<file path="src/hw/rtl/ccts_pkg.sv">
`timescale 1ns / 1ps
// ----------------------------------------------------------------------------
// ccts_pkg
// Types, codes and constants of the config command transaction sequencer.
// ----------------------------------------------------------------------------
package ccts_pkg;

  // special ack words
  localparam logic [15:0] ENABLE_ACK  = 16'h01FF;
  localparam logic [15:0] DISABLE_ACK = 16'h01FE;
  localparam logic [15:0] ACK_BIT     = 16'h0100;

  // config port geometry and reset values
  localparam int          CFG_IDX_W        = 1;
  localparam int          CFG_DATA_W       = 16;
  localparam int          RETRY_W          = 4;
  localparam logic [15:0] ACK_TIMEOUT_RST  = 16'd1000;
  localparam logic [3:0]  MAX_RETRIES_RST  = 4'd3;

  typedef enum logic [CFG_IDX_W-1:0] {
    CFG_ACK_TIMEOUT = 1'b0,
    CFG_MAX_RETRIES = 1'b1
  } cfg_index_t;

  typedef enum logic [1:0] {
    OP_TICK    = 2'd0,
    OP_ENQUEUE = 2'd1,
    OP_ACK     = 2'd2
  } opcode_t;

  typedef enum logic [2:0] {
    EV_ENABLE   = 3'd0,
    EV_CMD      = 3'd1,
    EV_DISABLE  = 3'd2,
    EV_DROP     = 3'd3,
    EV_OVERFLOW = 3'd4
  } event_t;

  typedef enum logic [3:0] {
    PH_IDLE     = 4'b0001,
    PH_WAIT_EN  = 4'b0010,
    PH_WAIT_CMD = 4'b0100,
    PH_WAIT_DIS = 4'b1000
  } phase_t;

  // one queued command
  typedef struct packed {
    logic        has_value;
    logic [15:0] value;
    logic [15:0] word;
  } cmd_t;

  // queue control and status
  typedef struct packed {
    logic push;
    logic pop;
  } fifo_ctrl_t;

  typedef struct packed {
    logic empty;
    logic full;
  } fifo_stat_t;

  // one result item
  typedef struct packed {
    event_t      event_res;
    logic [15:0] frame_word;
    logic [15:0] frame_value;
    logic        frame_has_value;
    logic [15:0] timeouts_seen;
    logic [15:0] failures_seen;
    logic [15:0] last_failed_word;
    logic        session_open;
  } result_t;

  // saturating increment of a 16-bit counter
  function automatic logic [15:0] sat_inc16(input logic [15:0] v);
    sat_inc16 = (v == 16'hFFFF) ? v : v + 16'd1;
  endfunction

endpackage

</file>
<file path="src/hw/rtl/ccts_ram.sv">
`timescale 1ns / 1ps
// ----------------------------------------------------------------------------
// ccts_ram
// Generic single-write, single-read RAM with registered read data.
// ----------------------------------------------------------------------------
module ccts_ram #(
  parameter int WIDTH = 33,
  parameter int DEPTH = 4,
  parameter int AW    = (DEPTH > 1) ? $clog2(DEPTH) : 1
) (
  input  logic             clk,
  input  logic             we,
  input  logic [AW-1:0]    waddr,
  input  logic [WIDTH-1:0] wdata,
  input  logic [AW-1:0]    raddr,
  output logic [WIDTH-1:0] rdata
);

  logic [WIDTH-1:0] mem_r [DEPTH];
  logic [WIDTH-1:0] rdata_r;

  // write port
  always_ff @(posedge clk) begin
    if (we) begin
      mem_r[waddr] <= wdata;
    end
  end

  // registered read port
  always_ff @(posedge clk) begin
    rdata_r <= mem_r[raddr];
  end

  assign rdata = rdata_r;

endmodule

</file>
<file path="src/hw/rtl/ccts_fifo.sv">
`timescale 1ns / 1ps
// ----------------------------------------------------------------------------
// ccts_fifo
// Command queue. A push into a full queue drops the oldest entry. The head
// entry is always presented; the RAM is read ahead at the next head address
// and a same-cycle write to that address is bypassed.
// ----------------------------------------------------------------------------
module ccts_fifo
  import ccts_pkg::*;
#(
  parameter int DEPTH = 4
) (
  input  logic       clk,
  input  logic       rst_n,
  input  fifo_ctrl_t ctl,
  input  cmd_t       push_data,
  output fifo_stat_t stat,
  output cmd_t       head
);

  localparam int AW = (DEPTH > 1) ? $clog2(DEPTH) : 1;
  localparam int CW = $clog2(DEPTH + 1);
  localparam int EW = $bits(cmd_t);

  logic [AW-1:0] head_r, head_nxt, head_inc, waddr;
  logic [CW-1:0] count_r, count_nxt;
  logic [AW:0]   tail_sum;
  logic          we;
  logic          byp_r, byp_nxt;
  cmd_t          byp_data_r;
  logic [EW-1:0] ram_rdata;

  assign stat.full  = (count_r == CW'(DEPTH));
  assign stat.empty = (count_r == '0);

  // wrap-around head increment and tail address
  assign head_inc = (head_r == AW'(DEPTH - 1)) ? '0 : head_r + 1'b1;
  assign tail_sum = {1'b0, head_r} + {1'b0, count_r[AW-1:0]};

  always_comb begin
    head_nxt  = head_r;
    count_nxt = count_r;
    we        = 1'b0;
    waddr     = (tail_sum >= (AW+1)'(DEPTH)) ? AW'(tail_sum - (AW+1)'(DEPTH))
                                              : tail_sum[AW-1:0];
    if (ctl.push) begin
      we = 1'b1;
      if (stat.full) begin
        // oldest entry is dropped, its slot takes the new one
        waddr    = head_r;
        head_nxt = head_inc;
      end else begin
        count_nxt = count_r + 1'b1;
      end
    end else if (ctl.pop) begin
      head_nxt  = head_inc;
      count_nxt = count_r - 1'b1;
    end
    byp_nxt = we && (waddr == head_nxt);
  end

  always_ff @(posedge clk) begin
    if (!rst_n) begin
      head_r  <= '0;
      count_r <= '0;
      byp_r   <= 1'b0;
    end else begin
      head_r  <= head_nxt;
      count_r <= count_nxt;
      byp_r   <= byp_nxt;
    end
  end

  always_ff @(posedge clk) begin
    byp_data_r <= push_data;
  end

  ccts_ram #(
    .WIDTH (EW),
    .DEPTH (DEPTH)
  ) u_ram (
    .clk   (clk),
    .we    (we),
    .waddr (waddr),
    .wdata (push_data),
    .raddr (head_nxt),
    .rdata (ram_rdata)
  );

  assign head = byp_r ? byp_data_r : cmd_t'(ram_rdata);

endmodule

</file>
<file path="src/hw/rtl/config_command_transaction_sequencer.sv">
`timescale 1ns / 1ps
// ----------------------------------------------------------------------------
// config_command_transaction_sequencer
// Queues configuration commands and sequences each one as enable-config,
// command, disable-config frames with ack wait, timeout and retries.
// ----------------------------------------------------------------------------
// Usage:
//   Input channel (in_valid / in_stall) carries one request per accept:
//   a tick, an enqueue or a received ack. Output channel (out_valid /
//   out_stall) carries at most one event per input request: a frame to send,
//   a dropped command or a queue overflow, plus the running counters.
//   Configuration (cfg_we / cfg_index / cfg_wdata) sets the ack timeout and
//   the retry budget; write it only while the block is idle.
//   Each event is registered in the result or skid register. Throughput: one
//   request per cycle while in_stall is low; all decisions are made in a
//   single combinational pass from the state registers to the result register.
//   A two-entry output buffer (result register plus skid register) lets a
//   request be taken while one result waits; in_stall rises only when both
//   entries hold results, and falls as soon as the receiver takes one.
//   Reset (rst_n low, synchronous) empties the queue, clears all counters
//   and flags, and restores a timeout of 1000 ticks and 3 retries.
// ----------------------------------------------------------------------------
module config_command_transaction_sequencer
  import ccts_pkg::*;
#(
  parameter int QUEUE_DEPTH = 4
) (
  input  logic                  clk,
  input  logic                  rst_n,
  // request channel
  input  logic                  in_valid,
  output logic                  in_stall,
  input  logic [1:0]            in_opcode,
  input  logic [15:0]           in_cmd_word,
  input  logic [15:0]           in_cmd_value,
  input  logic                  in_cmd_has_value,
  input  logic [15:0]           in_ack_word,
  input  logic [7:0]            in_ack_status,
  // event channel
  output logic                  out_valid,
  input  logic                  out_stall,
  output logic [2:0]            out_event_res,
  output logic [15:0]           out_frame_word,
  output logic [15:0]           out_frame_value,
  output logic                  out_frame_has_value,
  output logic [15:0]           out_timeouts_seen,
  output logic [15:0]           out_failures_seen,
  output logic [15:0]           out_last_failed_word,
  output logic                  out_session_open,
  // configuration
  input  logic                  cfg_we,
  input  logic [CFG_IDX_W-1:0]  cfg_index,
  input  logic [CFG_DATA_W-1:0] cfg_wdata
);

  // configuration registers
  logic [15:0]        ack_timeout_r;
  logic [RETRY_W-1:0] max_retries_r;

  // sequencer state
  cmd_t               active_r, active_nxt;
  logic               has_active_r, has_active_nxt;
  phase_t             phase_r, phase_nxt;
  logic [RETRY_W-1:0] retry_r, retry_nxt;
  logic               session_r, session_nxt;
  logic               drop_close_r, drop_close_nxt;
  logic [15:0]        expected_r, expected_nxt;
  logic [15:0]        ticks_r, ticks_nxt;
  logic               ack_latched_r, ack_latched_nxt;
  logic [15:0]        ack_word_r, ack_word_nxt;
  logic [7:0]         ack_status_r, ack_status_nxt;
  logic [15:0]        tmo_cnt_r, tmo_cnt_nxt;
  logic [15:0]        fail_cnt_r, fail_cnt_nxt;
  logic [15:0]        last_failed_r, last_failed_nxt;

  // queue
  fifo_ctrl_t         fctl;
  fifo_stat_t         fstat;
  cmd_t               fifo_head;
  cmd_t               in_cmd;

  // result path
  result_t            res;
  logic               res_valid;
  result_t            out_r, skid_r;
  logic               out_valid_r, skid_valid_r;
  logic               out_take;
  logic               in_acc;
  logic               ack_hit, tick_expired;

  assign in_stall = skid_valid_r;
  assign in_acc   = in_valid && !skid_valid_r;
  assign out_take = out_valid_r && !out_stall;

  assign in_cmd.word      = in_cmd_word;
  assign in_cmd.value     = in_cmd_value;
  assign in_cmd.has_value = in_cmd_has_value;

  assign ack_hit      = ack_latched_r && (ack_word_r == expected_r);
  assign tick_expired = (ticks_r <= 16'd1);

  ccts_fifo #(
    .DEPTH (QUEUE_DEPTH)
  ) u_fifo (
    .clk       (clk),
    .rst_n     (rst_n),
    .ctl       (fctl),
    .push_data (in_cmd),
    .stat      (fstat),
    .head      (fifo_head)
  );

  // sequencer step for one request
  always_comb begin
    logic stage_fail;
    logic do_drop;
    logic go_idle;
    logic send_en;
    logic send_cmd;
    logic send_dis;
    logic overflow;

    stage_fail = 1'b0;
    do_drop    = 1'b0;
    go_idle    = 1'b0;
    send_en    = 1'b0;
    send_cmd   = 1'b0;
    send_dis   = 1'b0;
    overflow   = 1'b0;

    active_nxt      = active_r;
    has_active_nxt  = has_active_r;
    phase_nxt       = phase_r;
    retry_nxt       = retry_r;
    session_nxt     = session_r;
    drop_close_nxt  = drop_close_r;
    expected_nxt    = expected_r;
    ticks_nxt       = ticks_r;
    ack_latched_nxt = ack_latched_r;
    ack_word_nxt    = ack_word_r;
    ack_status_nxt  = ack_status_r;
    tmo_cnt_nxt     = tmo_cnt_r;
    fail_cnt_nxt    = fail_cnt_r;
    last_failed_nxt = last_failed_r;
    fctl            = '0;

    res.event_res       = EV_ENABLE;
    res.frame_word      = '0;
    res.frame_value     = '0;
    res.frame_has_value = 1'b0;

    if (in_acc) begin
      unique case (opcode_t'(in_opcode))
        OP_TICK: begin
          unique case (phase_r) inside
            PH_IDLE: begin
              if (has_active_r || !fstat.empty) begin
                if (!has_active_r) begin
                  active_nxt = fifo_head;
                  fctl.pop   = 1'b1;
                end
                has_active_nxt = 1'b1;
                retry_nxt      = '0;
                drop_close_nxt = 1'b0;
                send_en        = 1'b1;
              end
            end
            PH_WAIT_EN, PH_WAIT_CMD: begin
              ack_latched_nxt = 1'b0;
              if (ack_hit) begin
                if (ack_status_r == '0) begin
                  if (phase_r == PH_WAIT_EN) begin
                    session_nxt = 1'b1;
                    send_cmd    = 1'b1;
                  end else begin
                    send_dis = 1'b1;
                  end
                end else begin
                  stage_fail = 1'b1;
                end
              end else if (tick_expired) begin
                ticks_nxt   = '0;
                tmo_cnt_nxt = sat_inc16(tmo_cnt_r);
                stage_fail  = 1'b1;
              end else begin
                ticks_nxt = ticks_r - 16'd1;
              end
            end
            PH_WAIT_DIS: begin
              ack_latched_nxt = 1'b0;
              if (!ack_hit) begin
                if (tick_expired) begin
                  ticks_nxt   = '0;
                  tmo_cnt_nxt = sat_inc16(tmo_cnt_r);
                end else begin
                  ticks_nxt = ticks_r - 16'd1;
                end
              end
              if (ack_hit || tick_expired) begin
                session_nxt = 1'b0;
                if (drop_close_r) begin
                  do_drop = 1'b1;
                end else begin
                  go_idle = 1'b1;
                end
              end
            end
            default: begin
            end
          endcase

          // enable or command stage failed: retry, close session or drop
          if (stage_fail) begin
            if (retry_r < max_retries_r) begin
              retry_nxt = retry_r + 1'b1;
              send_en   = 1'b1;
            end else if (session_r) begin
              drop_close_nxt = 1'b1;
              send_dis       = 1'b1;
            end else begin
              do_drop = 1'b1;
            end
          end

          // drop the active command; word zero is not counted as a failure
          if (do_drop) begin
            if (active_r.word != '0) begin
              last_failed_nxt = active_r.word;
              fail_cnt_nxt    = sat_inc16(fail_cnt_r);
            end
            go_idle        = 1'b1;
            res.event_res  = EV_DROP;
            res.frame_word = active_r.word;
          end

          if (go_idle) begin
            has_active_nxt = 1'b0;
            drop_close_nxt = 1'b0;
            retry_nxt      = '0;
            expected_nxt   = '0;
            phase_nxt      = PH_IDLE;
          end

          if (send_en) begin
            expected_nxt   = ENABLE_ACK;
            ticks_nxt      = ack_timeout_r;
            phase_nxt      = PH_WAIT_EN;
            res.event_res  = EV_ENABLE;
            res.frame_word = ENABLE_ACK;
          end

          if (send_cmd) begin
            expected_nxt        = active_r.word | ACK_BIT;
            ticks_nxt           = ack_timeout_r;
            phase_nxt           = PH_WAIT_CMD;
            res.event_res       = EV_CMD;
            res.frame_word      = active_r.word;
            res.frame_value     = active_r.value;
            res.frame_has_value = active_r.has_value;
          end

          if (send_dis) begin
            expected_nxt   = DISABLE_ACK;
            ticks_nxt      = ack_timeout_r;
            phase_nxt      = PH_WAIT_DIS;
            res.event_res  = EV_DISABLE;
            res.frame_word = DISABLE_ACK;
          end
        end
        OP_ENQUEUE: begin
          fctl.push = 1'b1;
          if (fstat.full) begin
            overflow       = 1'b1;
            res.event_res  = EV_OVERFLOW;
            res.frame_word = fifo_head.word;
          end
        end
        OP_ACK: begin
          ack_latched_nxt = 1'b1;
          ack_word_nxt    = in_ack_word;
          ack_status_nxt  = in_ack_status;
        end
        default: begin
        end
      endcase
    end

    // counters and session flag as they stand after this request
    res.timeouts_seen    = tmo_cnt_nxt;
    res.failures_seen    = fail_cnt_nxt;
    res.last_failed_word = last_failed_nxt;
    res.session_open     = session_nxt;
    res_valid = send_en || send_cmd || send_dis || do_drop || overflow;
  end

  // configuration writes
  always_ff @(posedge clk) begin
    if (!rst_n) begin
      ack_timeout_r <= ACK_TIMEOUT_RST;
      max_retries_r <= MAX_RETRIES_RST;
    end else if (cfg_we) begin
      unique case (cfg_index_t'(cfg_index))
        CFG_ACK_TIMEOUT: ack_timeout_r <= cfg_wdata;
        CFG_MAX_RETRIES: max_retries_r <= cfg_wdata[RETRY_W-1:0];
        default: begin
        end
      endcase
    end
  end

  // sequencer state registers
  always_ff @(posedge clk) begin
    if (!rst_n) begin
      active_r      <= '0;
      has_active_r  <= 1'b0;
      phase_r       <= PH_IDLE;
      retry_r       <= '0;
      session_r     <= 1'b0;
      drop_close_r  <= 1'b0;
      expected_r    <= '0;
      ticks_r       <= '0;
      ack_latched_r <= 1'b0;
      ack_word_r    <= '0;
      ack_status_r  <= '0;
      tmo_cnt_r     <= '0;
      fail_cnt_r    <= '0;
      last_failed_r <= '0;
    end else begin
      active_r      <= active_nxt;
      has_active_r  <= has_active_nxt;
      phase_r       <= phase_nxt;
      retry_r       <= retry_nxt;
      session_r     <= session_nxt;
      drop_close_r  <= drop_close_nxt;
      expected_r    <= expected_nxt;
      ticks_r       <= ticks_nxt;
      ack_latched_r <= ack_latched_nxt;
      ack_word_r    <= ack_word_nxt;
      ack_status_r  <= ack_status_nxt;
      tmo_cnt_r     <= tmo_cnt_nxt;
      fail_cnt_r    <= fail_cnt_nxt;
      last_failed_r <= last_failed_nxt;
    end
  end

  // output buffer: result register plus skid register
  always_ff @(posedge clk) begin
    if (!rst_n) begin
      out_valid_r  <= 1'b0;
      skid_valid_r <= 1'b0;
    end else if (res_valid) begin
      if (!out_valid_r || out_take) begin
        out_valid_r <= 1'b1;
      end else begin
        skid_valid_r <= 1'b1;
      end
    end else if (out_take) begin
      out_valid_r  <= skid_valid_r;
      skid_valid_r <= 1'b0;
    end
  end

  always_ff @(posedge clk) begin
    if (res_valid && (!out_valid_r || out_take)) begin
      out_r <= res;
    end else if (!res_valid && out_take && skid_valid_r) begin
      out_r <= skid_r;
    end
    if (res_valid && out_valid_r && !out_take) begin
      skid_r <= res;
    end
  end

  assign out_valid            = out_valid_r;
  assign out_event_res        = out_r.event_res;
  assign out_frame_word       = out_r.frame_word;
  assign out_frame_value      = out_r.frame_value;
  assign out_frame_has_value  = out_r.frame_has_value;
  assign out_timeouts_seen    = out_r.timeouts_seen;
  assign out_failures_seen    = out_r.failures_seen;
  assign out_last_failed_word = out_r.last_failed_word;
  assign out_session_open     = out_r.session_open;

endmodule

</file>
<file path="config.mk">
export PLATFORM = sky130hd
export DESIGN_NAME = config_command_transaction_sequencer
export DESIGN_NICKNAME = d
export VERILOG_FILES = /design/src/hw/rtl/ccts_pkg.sv /design/src/hw/rtl/ccts_ram.sv /design/src/hw/rtl/ccts_fifo.sv /design/src/hw/rtl/config_command_transaction_sequencer.sv
export SDC_FILE = /design/constraint.sdc
export NUM_CORES = 1
export LEC_CHECK = 0
export BUFFER_PORTS_ARGS = -buffer_cell sky130_fd_sc_hd__buf_4
export CAP_MARGIN = 20
export CELL_PAD_IN_SITES_DETAIL_PLACEMENT = 0
export CELL_PAD_IN_SITES_GLOBAL_PLACEMENT = 1
export CORE_MARGIN = 4
export CORE_UTILIZATION = 52
export CTS_CLUSTER_SIZE = 16
export DETAILED_ROUTE_END_ITERATION = 10
export PLACE_DENSITY = 0.81
export SYNTH_ARGS = -nofsm -noshare
export SYNTH_HDL_FRONTEND = slang
export SYNTH_SLANG_ARGS = --single-unit
</file>
<file path="constraint.sdc">
create_clock -name clk -period 10.3 [get_ports clk]
set_clock_uncertainty 0.2 [all_clocks]
set_input_delay 0.515 -clock clk [delete_from_list [all_inputs] [get_ports clk]]
set_output_delay 0.515 -clock clk [all_outputs]
set_load 0.005 [all_outputs]
</file>
==> impl_metrics.yaml, run 1 <==
pwr:
  clock_power_share: 0.417
  vdd_ir_drop_max_v: 0.000158
  p_sw_frac: 0.223
  p_int_mw: 3.63
  pwr-share-seq: 0.507
  switching_power_mw: 1.04
  power_frac_comb: 0.076
  power.density_nw_per_um2: 182
  power_leakage_nw: 9.35
timing:
  drv_slew: 0
  setup_ws_ns: 5.67
  finalCritPeriodShare: 0.449
  clock.fmax_mhz: 216
  worstMarginPinSlew_ns: 1.16
  finalSetupViolCount: 0
  hold_viol: 0
  relSlewSlack: 0.219
  min_period_ns: 4.63
  worst_hold_slack_ns: 0.0283
  rsz0062_at_grt: "no"
  setup_tns_ns: 0
die:
  dieArea_sq_um: 44400
  die_h_um: 211
  initial_utilization: 0.525
  die_x_um: 211
  core_sq_um: 40700
  ios: 168
  std_cell_rows: 74
clocking:
  cts.path.max_buffers: 3
  root_buffer: "clkbuf_16"
  path_clk_slew_ns: 0.06
  cts_setup_buffers: 0
  cts_resized: 0
  cts_sinks: 545
  cts_hold_buf: 70
  htreeDepth: 2
  cts_made_buffers: 53
  clock_latency_ns: 0.60
  tritoncts: "yes"
global_route:
  globalRouteTotalUtil: 0.210
  antenna_found_initial: 1
  grt_pass1_wl_mm: 74.4
  grt_overflow: 0
  grt_max_degree: 94
  grt_pass1_vias: 13400
routing:
  drc: 0
  wl_mm: 47.4
  postRouteAntennaNets: 0
  drtIter0Drc: 1031
  avgViaCountPerCell: 5.52
  wl_per_cell_um: 18.8
  first_pass_iters: 5
  route.vias.total: 13900
setup_path:
  worstPathArrival_ns: 4.77
  crit_required_ns: 10.44
  crit_family: "simple AND/OR/NAND/NOR gates"
  critical_path_buf_inv_count: 1
  slowest_stage: "nor2_4"
  critPathMaxStageDelay_ns: 0.87
  worstPathMaxFanout: 74
  worstSetupPathType: "reg2reg"
  crit_path_end_kind: "flip-flop"
  cp-start-kind: "flip-flop"
  cp_cell_sequence: "xnor2_1, nand4_1, or3_1, o311ai_1, a31oi_1, nor2_4, buf_4, mux2_2"
logic_synthesis:
  async_reset_ff_frac: 0
  yosys_most_used_dff: "edfxtp_1"
  syn-num-nets: 1824
  ys_warn_count: 0
  netlist_instances: 1732
  synth-xor-area-share: 0.0209
  synth.area.mux_share: 0.0765
  synth_compound_area_frac: 0.0981
  synth_edf_count: 302
  synth.distinct_cells: 78
  synth_area_per_cell_sq_um: 12.3
  synthAdderAreaFrac: 0.00679
  synth-simple-area-share: 0.120
  seq_area_frac_synth: 0.652
  ys_ff_latch: 545
  synth_top_family_by_area: "simple AND/OR/NAND/NOR gates"
  syn_area_sq_um: 21400
cells_and_area:
  fin_util: 0.629
  regArea_sq_um: 13900
  n_fill_cell: 3256
  multi_input_area_sq_um: 6980
  area_growth_pct: 19.8
  drive_above_1_share: 0.184
  final_nets: 2036
  n_antenna_cell: 0
placed_design:
  dpl.hpwl_mm: 30.2
  gp_routability_congestion: 0.904
  dp_slack_ns: 5.70
  numPortBuffers: 167
run:
  drv_cap: 0
status:
  run_status: "finished, final reports clean"
min_path:
  hold_class: "in2reg"
## worst register-to-register path, delay by kind of cell (launching register included)
kind	cells	cell delay, ns
AO/OA/AOI/OAI	2	0.82
XOR/XNOR	1	0.21
buffers and inverters	1	0.82
flip-flops	1	0.33
multiplexers	1	0.45
AND/OR/NAND/NOR	3	1.56
## state kept, by name, indices dropped and copies added, names as in the netlist, 8 cells and up
name	cells
u_fifo.u_ram.mem_r	132
skid_r	85
active_r	33
u_fifo.byp_data_r	33
u_fifo.u_ram.rdata	33
ack_timeout_r	16
ack_word_r	16
expected_r	16
fail_cnt_r	16
last_failed_r	16
out_failures_seen	16
out_frame_value	16
out_frame_word	16
out_last_failed_word	16
out_timeouts_seen	16
ticks_r	16
tmo_cnt_r	16
ack_status_r	8
## path summary, 6_finish.rpt
kind / cells after the start / slack [ns] / start / end
max: 8 / 5.67 / expected_r[12]$_SDFFE_PN0P_ / out_frame_value[6]$_DFFE_PP_
min: 3 / 0.03 / cfg_wdata[2] / ack_timeout_r[2]$_SDFFE_PN0P_
max reg2reg: 8 / 5.67 / expected_r[12]$_SDFFE_PN0P_ / out_frame_value[6]$_DFFE_PP_
min reg2reg: 2 / 0.25 / ack_status_r[2]$_SDFFE_PN0P_ / ack_status_r[2]$_SDFFE_PN0P_
## layer usage
layer,up-vias,GRT usage,share of wire
met4,2,0.0525,0.023
met3,78,0.0343,0.055
met5,-,0,0.00015
li1,6779,-,-
met1,6669,0.311,0.47
met2,363,0.327,0.45
## final cells by class
cell class,count,area share
timing repair buffer,257,0.0831
tap,532,0.0260
inverter,35,0.00518
multi-input combinational,1052,0.272
clock buffer,74,0.0588
clock inverter,23,0.0106
sequential,545,0.544
## cell usage in the layout (no fill, tap or decap), drive strengths merged, types with 8 or more instances in the layout
cell           n
a21o           9
o21a           9
o2bb2ai        9
nand3         56
dlygate4sd3   70
ha            10
nor2b         37
edfxtp       302
o22ai         11
a211oi        74
nor3          22
xnor2         34
mux2          68
o21ai         29
mux2i         87
and2          35
a21oi        114
inv           35
nor4          18
dfxtp        243
nand2        147
o31ai          8
and3          27
nor2         127
nand4         18
xor2          17
clkinv        18
clkbuf        74
buf          186
## power by group through the flow
stage	clock, mW	sequential, mW	combinational, mW
2_1_floorplan	0	2.41	0.219
3_3_place_gp	0	2.41	0.325
3_5_place_dp	0	2.42	0.330
4_1_cts	1.99	2.37	0.354
5_1_grt	2.09	2.37	0.392
6_report	1.95	2.37	0.356
## synth_stat cells (35+ instances only)
| master | instances | share of area |
|---|---|---|
| nor2b_1 | 37 | 0.011 |
| a211oi_1 | 74 | 0.026 |
| mux2_2 | 67 | 0.035 |
| nor2_1 | 126 | 0.022 |
| mux2i_1 | 87 | 0.041 |
| nand2_1 | 146 | 0.026 |
| edfxtp_1 | 302 | 0.42 |
| a21oi_1 | 114 | 0.027 |
| and2_1 | 35 | 0.010 |
| dfxtp_1 | 243 | 0.23 |
| nand3_1 | 56 | 0.013 |
| clkbuf_1 | 65 | 0.011 |
## cell families (layout without fill, tap and decap cells)
kind of cell	after synthesis	count (layout)
DFF	545	545
and+or+nand+nor	519	519
AOI/OAI and AO/OA	316	316
muxes	155	155
buffers and inverters	135	389
xor gates and xnor gates	51	51
adders and majority gates	11	11
## per-stage QoR
step / power [mW] / cell area [sq um] / instances
after floorplan: 2.63 / 21400 / 1732
after global placement: 2.74 / 23100 / 2348
after detailed placement: 2.75 / 23100 / 2348
after CTS: 4.72 / 25600 / 2515
after global routing: 4.85 / 25600 / 2518
final: 4.67 / 25600 / 2518
No activity file was read; power rests on OpenSTA's default activity.
==> inputs of run 2 (changes only) <==
Settings changed: ABC_AREA set to 1, CORE_UTILIZATION 52 to 42, PLACE_DENSITY 0.81 to 0.72.
Clock period 10.3 ns to 4 ns, I/O delays scaled along.
==> impl_metrics.yaml, run 2 <==
die:
  ios: 168
  dieArea_sq_um: 56600
  initial_utilization: 0.423
  die_h_um: 238
  die_x_um: 238
  std_cell_rows: 84
  core_sq_um: 52400
cells_and_area:
  n_antenna_cell: 0
  area_growth_pct: 22.3
  drive_above_1_share: 0.134
  design_area_sq_um: 27200
  layout_common_cells: "564 x nand2_1, 302 x edfxtp_1, 254 x inv_1"
  top_register: "u_fifo.u_ram.mem_r"
  final_nets: 2672
  reg.largest.list: "u_fifo.u_ram.mem_r x132, skid_r x85"
  regArea_sq_um: 13900
  multi_input_area_sq_um: 6850
  final_common_cell: "nand2_1"
  n_fill_cell: 4768
  largest_reg_flops: 132
pwr:
  vdd_ir_drop_max_v: 0.000375
  power_mw: 12.6
  power.density_nw_per_um2: 464
  power_leakage_nw: 11.3
logic_synthesis:
  syn-num-nets: 2412
  synth_area_leader_cell: "edfxtp_1"
  synth_common_cells: "565 x nand2_1, 302 x edfxtp_1, 254 x inv_1"
  async_reset_ff_frac: 0
  synth_area_leaders: "edfxtp_1 41%, dfxtp_1 22%, nand2_1 9.5%, inv_1 4.3%, a21oi_1 3.9%"
  synth_edf_count: 302
  syn_area_sq_um: 22200
  yosys_most_used_dff: "edfxtp_1"
  synth.distinct_cells: 52
  ys_ff_latch: 545
  seq_area_frac_synth: 0.627
  yosysTopAreaCellShare: 0.408
  synth_area_per_cell_sq_um: 9.57
  yosysMostFrequentCell: "nand2_1"
  netlist_instances: 2320
  ys_warn_count: 0
global_route:
  antenna_found_initial: 0
  globalRouteTotalUtil: 0.184
  grt_pass1_vias: 16000
  grt_overflow: 0
  grt_pass1_wl_mm: 84.5
  grt_max_degree: 106
timing:
  hold_viol: 0
  rsz0062_at_grt: "no"
  finalCritPeriodShare: 0.863
  worstMarginPinSlew_ns: 1.04
  relSlewSlack: 0.304
  setup_ws_ns: 0.550
  min_period_ns: 3.45
  setup_tns_ns: 0
  clock.fmax_mhz: 290
  drv_slew: 0
  finalSetupViolCount: 0
run:
  drv_cap: 0
setup_path:
  r2r_start: "ticks_r[0]$_SDFFE_PN0P_"
  r2r_cells: 13
  crit_path_end_kind: "flip-flop"
  worstSetupPathType: "in2reg"
  worstPathMaxFanout: 68
  reg2reg_slack_ns: 0.58
  worstPathArrival_ns: 3.79
  cp-start-kind: "primary input"
  rr_endpoint: "out_last_failed_word[0]$_DFFE_PP_"
  crit_required_ns: 4.34
routing:
  first_pass_iters: 5
  drtIter0Drc: 1077
  route.vias.total: 16300
  postRouteAntennaNets: 0
  wl_mm: 53.2
  drc: 0
  avgViaCountPerCell: 4.92
  wl_per_cell_um: 16.1
clocking:
  clock_latency_ns: 0.63
  cts_resized: 0
  htreeDepth: 2
  cts_hold_buf: 99
  root_buffer: "clkbuf_16"
  cts.path.max_buffers: 3
  path_clk_slew_ns: 0.06
  cts_sinks: 545
  tritoncts: "yes"
  cts_made_buffers: 58
  cts_setup_buffers: 0
min_path:
  holdPathEnd: "u_fifo.byp_data_r[12]$_DFF_P_"
  hold_class: "in2reg"
  holdCritStartpoint: "in_cmd_word[12]"
  whs_path_depth: 2
status:
  run_status: "finished, final reports clean"
placed_design:
  gp_routability_congestion: 0.879
  dpl-instance-area_sq_um: 24200
  numPortBuffers: 167
  dpl.hpwl_mm: 34.7
  dp_slack_ns: 0.542
[run 2: changes by cell type in the layout (fill, tap and decap cells not counted), moves of 33 or more]
cell      delta
a211oi_1    -72
a21oi_1     +57
a32oi_1     +33
inv_1      +220
mux2_2      -51
mux2i_1     -85
nand2_1    +418
nor2_1      +83
nor2b_1     -36
o21ai_0     +82
o21ai_1     +74
[run 2: metal layers]
metal / vias to the layer above / global-route usage / wire length (um)
met2: 357 / 0.308 / 24900
met1: 7642 / 0.247 / 24400
met4: 0 / 0.0513 / 1260
li1: 8230 / - / -
met5: - / 0 / 0
met3: 97 / 0.0355 / 2650
[run 2: worst max-delay path by stage]
stage                                        from                                end  depth (start not counted)
after floorplan           ticks_r[0]$_SDFFE_PN0P_                skid_r[0]$_DFFE_PP_                         13
after global placement    ticks_r[0]$_SDFFE_PN0P_  out_last_failed_word[0]$_DFFE_PP_                         13
after detailed placement  ticks_r[0]$_SDFFE_PN0P_  out_last_failed_word[0]$_DFFE_PP_                         13
after CTS                 ticks_r[0]$_SDFFE_PN0P_  out_last_failed_word[0]$_DFFE_PP_                         13
after global routing      ticks_r[0]$_SDFFE_PN0P_                skid_r[1]$_DFFE_PP_                         13
final                                in_opcode[1]      u_fifo.u_ram.rdata[5]$_DFF_P_                         15
[run 2: area by class of cell]
type,count,share of cell area
clock buffers,87,0.0612
clock inverters,22,0.00968
inverters,265,0.0368
multi-input cells,1411,0.252
flip-flops and latches,545,0.513
well taps,688,0.0317
repair buffers,299,0.0950
[run 2: where the power goes]
| group | total (mW) | switching, mW | leakage (nW) | internal, mW |
|---|---|---|---|---|
| combinational | 1.14 | 0.716 | 5.68 | 0.426 |
| clock | 5.34 | 2.20 | 0.921 | 3.13 |
| sequential | 6.13 | 0.0715 | 4.72 | 6.06 |
[run 2: worst max-delay path, stage by stage]
cell and delay [ns]:
dlygate4sd3_1 0.54, buf_4 0.17, nor2_4 0.09, dlygate4sd3_1 0.58, inv_2 0.07, nor2_8 0.19, nand2_1 0.12, nor2_2 0.17
inv_2 0.24, nand2_1 0.23, o21ai_1 0.11, nand2_2 0.09, buf_4 0.61, a21oi_1 0.15, a32oi_1 0.20
[run 2: kinds of logic after synthesis]
group                      count (synthesis)  synth area share
and+or+nand+nor                          941             0.177
buffers and inverters                    364            0.0674
adders and majority gates                 11           0.00654
DFF                                      545             0.627
muxes                                     16           0.00811
AOI/OAI and AO/OA                        412             0.101
xor gates and xnor gates                  31            0.0122
[run 2: metrics by stage]
| step | hold WS (ns) | instances | utilization |
|---|---|---|---|
| after detailed placement | 0.138 | 3109 | 0.462 |
| after global routing | 0.0139 | 3317 | 0.518 |
| after floorplan | 0.0277 | 2320 | - |
| after global placement | 0.136 | 3109 | 0.462 |
| after CTS | 0.00514 | 3317 | 0.518 |
| final | 0.0442 | 3317 | 0.518 |
